**config.mk**
```make
export PLATFORM = sky130hd
export DESIGN_NAME = dbg_ctrl
export DESIGN_NICKNAME = d
export VERILOG_FILES = /design/src/rtl/dbg_pkg.sv /design/src/rtl/dbg_ctrl.sv
export SDC_FILE = /design/constraint.sdc
export NUM_CORES = 1
export LEC_CHECK = 0
export BUFFER_PORTS_ARGS = -buffer_cell sky130_fd_sc_hd__buf_2
export CAP_MARGIN = 20
export CORE_AREA = 2 2 39 41
export CTS_CLUSTER_DIAMETER = 40
export CTS_CLUSTER_SIZE = 10
export DETAILED_ROUTE_END_ITERATION = 12
export DIE_AREA = 0 0 41 43
export GPL_TIMING_DRIVEN = 0
export PLACE_DENSITY = 0.39
export SYNTH_ARGS = -nofsm -noshare
export SYNTH_HDL_FRONTEND = slang
export SYNTH_SLANG_ARGS = --single-unit
```
**constraint.sdc**
```tcl
create_clock -name clk -period 2.4 [get_ports clk]
set_input_delay 0.72 -clock clk [delete_from_list [all_inputs] [get_ports clk]]
set_output_delay 0.72 -clock clk [all_outputs]
set_load 0.03 [all_outputs]
```
**src/rtl/dbg_pkg.sv**
```systemverilog
`timescale 1ns / 1ps
// ----------------------------------------------------------------------------
// dbg_pkg
// Shared widths, codes, types and the bucket classifier for the degree
// bucket grouping block.
// ----------------------------------------------------------------------------
package dbg_pkg;

  localparam int MAX_VERTICES = 4096;
  localparam int BUCKETS      = 8;

  localparam int DATA_W    = 32;
  localparam int ID_W      = 12;
  localparam int ADDR_W    = $clog2(MAX_VERTICES);
  localparam int CNT_W     = $clog2(MAX_VERTICES + 1);
  localparam int BKT_W     = $clog2(BUCKETS);
  localparam int DIV_CNT_W = $clog2(DATA_W + 1);
  localparam int CFG_IDX_W = 1;

  localparam logic [DATA_W-1:0] ALL_ONES = '1;

  localparam logic OP_LOAD  = 1'b0;
  localparam logic OP_QUERY = 1'b1;

  localparam logic [CFG_IDX_W-1:0] CFG_EDGE_COUNT = 1'd0;
  localparam logic [CFG_IDX_W-1:0] CFG_GROUP_MODE = 1'd1;

  typedef logic [BUCKETS-1:0][DATA_W-1:0] thr_arr_t;
  typedef logic [BUCKETS-1:0][CNT_W-1:0]  cnt_arr_t;

  typedef enum logic [2:0] {
    ST_IDLE,
    ST_DIV_INIT,
    ST_DIV,
    ST_THR,
    ST_PASS1,
    ST_PFX,
    ST_PASS2
  } state_t;

  typedef struct packed {
    logic busy;
    logic div_start;
    logic div_step;
    logic thr_load;
    logic scan_clear;
    logic scan_run;
    logic pass2;
    logic pfx_load;
    logic set_ready;
  } dp_cmd_t;

  typedef struct packed {
    logic last_load;
    logic div_done;
    logic scan_done;
    logic pipe_busy;
    logic map_ready;
  } dp_stat_t;

  // first bucket whose threshold covers the degree
  function automatic logic [BKT_W-1:0] bucket_of(input logic [DATA_W-1:0] deg,
                                                 input thr_arr_t thr);
    logic [BKT_W-1:0] b;
    b = BKT_W'(BUCKETS - 1);
    for (int j = BUCKETS - 1; j >= 0; j--) begin
      if (deg <= thr[j]) begin
        b = BKT_W'(j);
      end
    end
    return b;
  endfunction

endpackage

```
**src/rtl/dbg_ctrl.sv**
```systemverilog
`timescale 1ns / 1ps
// ----------------------------------------------------------------------------
// dbg_ctrl
// Sequencer for the grouping: divide, thresholds, count pass, prefix,
// id assignment pass.
// ----------------------------------------------------------------------------
module dbg_ctrl import dbg_pkg::*; (
  input  logic     clk,
  input  logic     rst_n,
  input  dp_stat_t stat,
  output dp_cmd_t  cmd
);

  state_t state_r, state_nxt;

  always_ff @(posedge clk) begin
    if (!rst_n) begin
      state_r <= ST_IDLE;
    end else begin
      state_r <= state_nxt;
    end
  end

  always_comb begin
    state_nxt = state_r;
    cmd       = '0;
    cmd.busy  = (state_r != ST_IDLE);
    case (state_r)
      ST_IDLE: begin
        if (stat.last_load) begin
          state_nxt = ST_DIV_INIT;
        end
      end
      ST_DIV_INIT: begin
        cmd.div_start = 1'b1;
        state_nxt     = ST_DIV;
      end
      ST_DIV: begin
        cmd.div_step = 1'b1;
        if (stat.div_done) begin
          state_nxt = ST_THR;
        end
      end
      ST_THR: begin
        cmd.thr_load   = 1'b1;
        cmd.scan_clear = 1'b1;
        state_nxt      = ST_PASS1;
      end
      ST_PASS1: begin
        cmd.scan_run = 1'b1;
        if (stat.scan_done && !stat.pipe_busy) begin
          state_nxt = ST_PFX;
        end
      end
      ST_PFX: begin
        cmd.pfx_load   = 1'b1;
        cmd.scan_clear = 1'b1;
        state_nxt      = ST_PASS2;
      end
      ST_PASS2: begin
        cmd.scan_run = 1'b1;
        cmd.pass2    = 1'b1;
        if (stat.scan_done && !stat.pipe_busy) begin
          cmd.set_ready = 1'b1;
          state_nxt     = ST_IDLE;
        end
      end
      default: begin
        state_nxt = ST_IDLE;
      end
    endcase
  end

endmodule

```
# ---- Word level (Yosys, flattened, before mapping)
# Cells that the tools add are included.
# W data, S select, Z words.
dict set report word_totals {
  ff_bits 3
  word_cells 32
  latch_bits 0
  ramBits 0
  mem_count 0
  romBits 0
}
dict set report classes {
  reduce_logical 7
  n_bitwise 0
  mux 14
  order_cmp 0
  shifts 0
  addsub 0
  eq_ne 10
  div 0
  multipliers 0
}
# cell n
set op_table {}
lappend op_table {{$pmux W3 S7} 1}
lappend op_table {{$mux W3} 4}
lappend op_table {{$eq A3 B3 Y1 const B} 3}
lappend op_table {{$mux W1} 9}
lappend op_table {{$ne A2 B2 Y1 const B} 4}
lappend op_table {{$eq A3 B2 Y1 const B} 2}
lappend op_table {{$reduce_and A4 Y1} 1}
lappend op_table {{$reduce_or A2 Y1} 2}
lappend op_table {{$eq A3 B1 Y1 const B} 1}
lappend op_table {{$logic_not A3 Y1} 1}
lappend op_table {{$reduce_bool A3 Y1} 1}
lappend op_table {{$logic_and A1 B1 Y1} 1}
lappend op_table {{$logic_not A1 Y1} 1}

# ---- Longest topological paths before layout
dict set report depth {
  depth_word 4
  depth_mapped 3
  mapped_depth_nobuf 3
}

# ---- Least setup slack after synthesis
# OpenSTA, ideal clock, no wires.
dict set report synth_path {
  path_kind {input to output}
  from {in stat[1] in the netlist's numbering}
  to {out cmd[0] in the netlist's numbering}
  slack_ps 415
  cell_stages 2
  arrival_time_ps 1265
  path_cell_list {nand2b_1 -> nor2_1}
}
# element line
set synth_lines {}
lappend synth_lines {{from (decl)} dbg_ctrl.sv:10} ;# input dp_stat_t stat,
lappend synth_lines {{to (decl)} dbg_ctrl.sv:11} ;# output dp_cmd_t cmd

==> qor.txt <==
Outcome = completed
Routability cong. = 0.671
Portion of synthesized cell area occupied by the leading cell type = 0.276
Clk_skew = 0.000568 ns
Starting Density = 0.157
CP Data Required Time = 1.68 ns
Max Buffers Root-to-Sink = 2
Headroom to the max-slew limit = 0.838
Residual DRC count = 0
Total standard cell area after synthesis = 218 sq um
Worst Hold Margin = 0.534 ns
Post-DP Area = 308 sq um
Worst setup slack for register-to-register paths = 1.36 ns
GRT Util Overall = 0.0743
Number of DRC markers in iteration 0 = 0
Port buffer count = 14
Maximum clock frequency = 487 MHz
Hold Path Depth = 1
Overflow after GRT = 0
Antenna Cells = 0
Hold wc startpoint = state_r[0]$_SDFFE_PN0P_
Synthesized-area fraction occupied by xor and xnor cells = 0
Number of sinks driven by the clock tree = 3
Detailed-routing iteration count for the pre-antenna-repair pass = 1
# resized after CTS = 0
Largest family of logic cells by synthesized area = simple AND/OR/NAND/NOR gates
Width of the chip = 41 um
Worst reg2reg path endpoint = state_r[2]$_SDFFE_PN0P_
Height of the die = 43 um
Final Hold Viols = 0
Tcrit/Tclk final = 0.855
First-pass GRT wire length = 779 um
Final nets = 54
Worst Hold Class = flop to flop
Sum of internal, switching and leakage power = 0.000240 W
Clock-pin slew on the worst setup and hold paths = 0.04 ns
Number of antenna violations at the first check in global routing = 0
Total vias in the final route = 236
Cells along the critical path = nor2b_2 -> and2_2 -> or2_1 -> buf_2
Area of the die = 0.00176 sq mm
Wire length per cell after detailed routing = 8.21 um
Most flop-heavy register = state_r
Count of distinct cell types in the synthesized netlist = 19
Largest registers in the final layout = state_r: 3 flops
Clock tree from TritonCTS = done
Number of global-route vias before repair = 202
Synth area leader = sky130_fd_sc_hd__dfxtp_1
Transition time at the pin with the least slew margin = 0.239 ns
CP max stage delay = 0.35 ns
R2R Path Start = state_r[2]$_SDFFE_PN0P_
Flip-flop count of the largest register, all copies and words added = 3
Critical-path top delay cell = sky130_fd_sc_hd__dfxtp_1
Synthesized instance count = 28
Power density over the cells = 718 mW/mm^2
Area share of and/or/nand/nor cells after synthesis = 0.483
End point of the most critical hold path = state_r[0]$_SDFFE_PN0P_
Maximum number of pins on one net before global-route repair = 9
Site Rows = 14
YS warnings = 0
Flip-flop and latch count after synthesis = 3
Setup violation total in the final timing report = 0
Max-cap violations = 0
Final instance area = 334 sq um
WL final = 509 um
Share of the yosys chip area belonging to registers = 0.276
Worst voltage drop across the vdd grid = 0.230 mV
Summed negative setup slack over all endpoints = 0 ns
Post-CTS setup buffer count = 0
Top fanout value on the critical path = 6
Via/cell ratio = 3.81
Critical path arrival = 1.33 ns
Setup repair after global routing missed its margin = no
Adder and majority cell fraction of the synthesized area = 0
Clock latency reported for the late side of the worst-skew pair = 0.23 ns
Kind of critical path = flop to output pin
Final worst path period need = 2.05 ns
Number of placed I/O pins = 16
H-Tree Level Count = 1
Area growth from synthesis to layout = 53.4%
Register-to-Register Path Depth = 3
Post-CTS Hold Fix Bufs = 0
Number of CTS-inserted buffers = 3
Max Transition Viols Final = 0
Library cell used as clock root buffer = sky130_fd_sc_hd__clkbuf_4
Worst Setup Start Kind = flop
Category of the worst setup path capture point = output pin
Mapped Nets = 35
Leak Pwr = 0.179 nW
Mux contribution to synthesized area = 0
Synthesized area per cell = 7.78 sq um
Compound-Gate Fraction of Synth Area = 0.190
Share of post-route cells with drive strength above 1 = 0.543
Post-DRT Antenna Nets = 0
Synth area leaders = sky130_fd_sc_hd__dfxtp_1 28%, sky130_fd_sc_hd__and2b_2 8.0%, sky130_fd_sc_hd__a2111oi_2 6.9%
Core area = 0.00138 sq mm
Half-perimeter wire length of the detailed placement result = 429 um
## cell families after synthesis
| family | count (synthesis) |
|---|---|
| simple gates | 17 |
| compound gates | 5 |
| flops | 3 |
| buf+inv | 3 |
## worst max path at each step
stage                                 start      to  slack [ns]
detailed placement                  stat[1]  cmd[0]        0.43
global placement                    stat[1]  cmd[0]        0.44
floorplan                           stat[1]  cmd[0]        0.41
finish              state_r[0]$_SDFFE_PN0P_  cmd[4]        0.35
global route        state_r[0]$_SDFFE_PN0P_  cmd[4]        0.25
CTS                 state_r[0]$_SDFFE_PN0P_  cmd[4]        0.33
## worst max-delay path, delay by kind of cell (launching register included)
kind	cells	cell delay [ns]
and+or+nand+nor	3	0.58
buffers and inverters	1	0.17
DFF	1	0.35
## routing by layer
| layer | up-vias | wire length [um] | GRT usage |
|---|---|---|---|
| li1 | 130 | - | - |
| met1 | 99 | 215 | 0.0740 |
| met2 | 7 | 252 | 0.0938 |
| met3 | 0 | 42 | 0.0628 |
| met4 | 0 | 0 | 0.0600 |
| met5 | - | 0 | 0 |
## placed cells by master (no fill, tap or decap)
master / count
sky130_fd_sc_hd__buf_2: 14
sky130_fd_sc_hd__nor2_1: 3
sky130_fd_sc_hd__clkbuf_4: 3
sky130_fd_sc_hd__dfxtp_1: 3
sky130_fd_sc_hd__and2_2: 2
sky130_fd_sc_hd__nand2_1: 2
sky130_fd_sc_hd__and2b_2: 2
sky130_fd_sc_hd__inv_1: 2
sky130_fd_sc_hd__a21oi_1: 2
sky130_fd_sc_hd__nor2b_2: 1
sky130_fd_sc_hd__inv_2: 1
sky130_fd_sc_hd__and2_1: 1
sky130_fd_sc_hd__or3_2: 1
sky130_fd_sc_hd__nand2b_1: 1
sky130_fd_sc_hd__or2_1: 1
sky130_fd_sc_hd__nand3_1: 1
sky130_fd_sc_hd__or3_1: 1
sky130_fd_sc_hd__o311ai_1: 1
sky130_fd_sc_hd__nand3b_1: 1
sky130_fd_sc_hd__a21boi_0: 1
sky130_fd_sc_hd__a2111oi_2: 1
sky130_fd_sc_hd__clkbuf_1: 1
## layout make-up
class                           instances  area (sq um)
Sequential cell                         3          60.1
Tap cell                               16          20.0
Clock buffer                            4          26.3
Fill cell                             162          1050
Inverter                                3          11.3
Timing Repair Buffer                   14          70.1
Multi-Input combinational cell         22           146
## synthesized netlist by cell type
| cell | n |
|---|---|
| sky130_fd_sc_hd__nand2_1 | 2 |
| sky130_fd_sc_hd__a2111oi_2 | 1 |
| sky130_fd_sc_hd__and2_2 | 2 |
| sky130_fd_sc_hd__inv_2 | 1 |
| sky130_fd_sc_hd__inv_1 | 2 |
| sky130_fd_sc_hd__a21boi_0 | 1 |
| sky130_fd_sc_hd__a21oi_1 | 2 |
| sky130_fd_sc_hd__dfxtp_1 | 3 |
| sky130_fd_sc_hd__or3_1 | 1 |
| sky130_fd_sc_hd__nand2b_1 | 1 |
| sky130_fd_sc_hd__nand3b_1 | 1 |
| sky130_fd_sc_hd__nor2_1 | 3 |
| sky130_fd_sc_hd__nand3_1 | 1 |
| sky130_fd_sc_hd__or3_2 | 1 |
| sky130_fd_sc_hd__nor2b_2 | 1 |
| sky130_fd_sc_hd__o311ai_1 | 1 |
| sky130_fd_sc_hd__and2_1 | 1 |
| sky130_fd_sc_hd__or2_1 | 1 |
| sky130_fd_sc_hd__and2b_2 | 2 |
## where the power goes
part	leakage, nW	internal (W)	switching (W)	total [W]
sequential	0.0246	0.0000570	0.0000112	0.0000682
clock	0.0150	0.0000622	0.0000251	0.0000874
combinational	0.139	0.0000336	0.0000507	0.0000843
## per-stage QoR
stage,utilization,std cells,setup slack [ns]
3_3_place_gp,0.222,58,0.436
2_1_floorplan,-,28,0.415
5_1_grt,0.241,62,0.254
4_1_cts,0.241,62,0.325
6_report,0.241,62,0.348
3_5_place_dp,0.222,58,0.434
No activity file was read; power rests on OpenSTA's default activity.
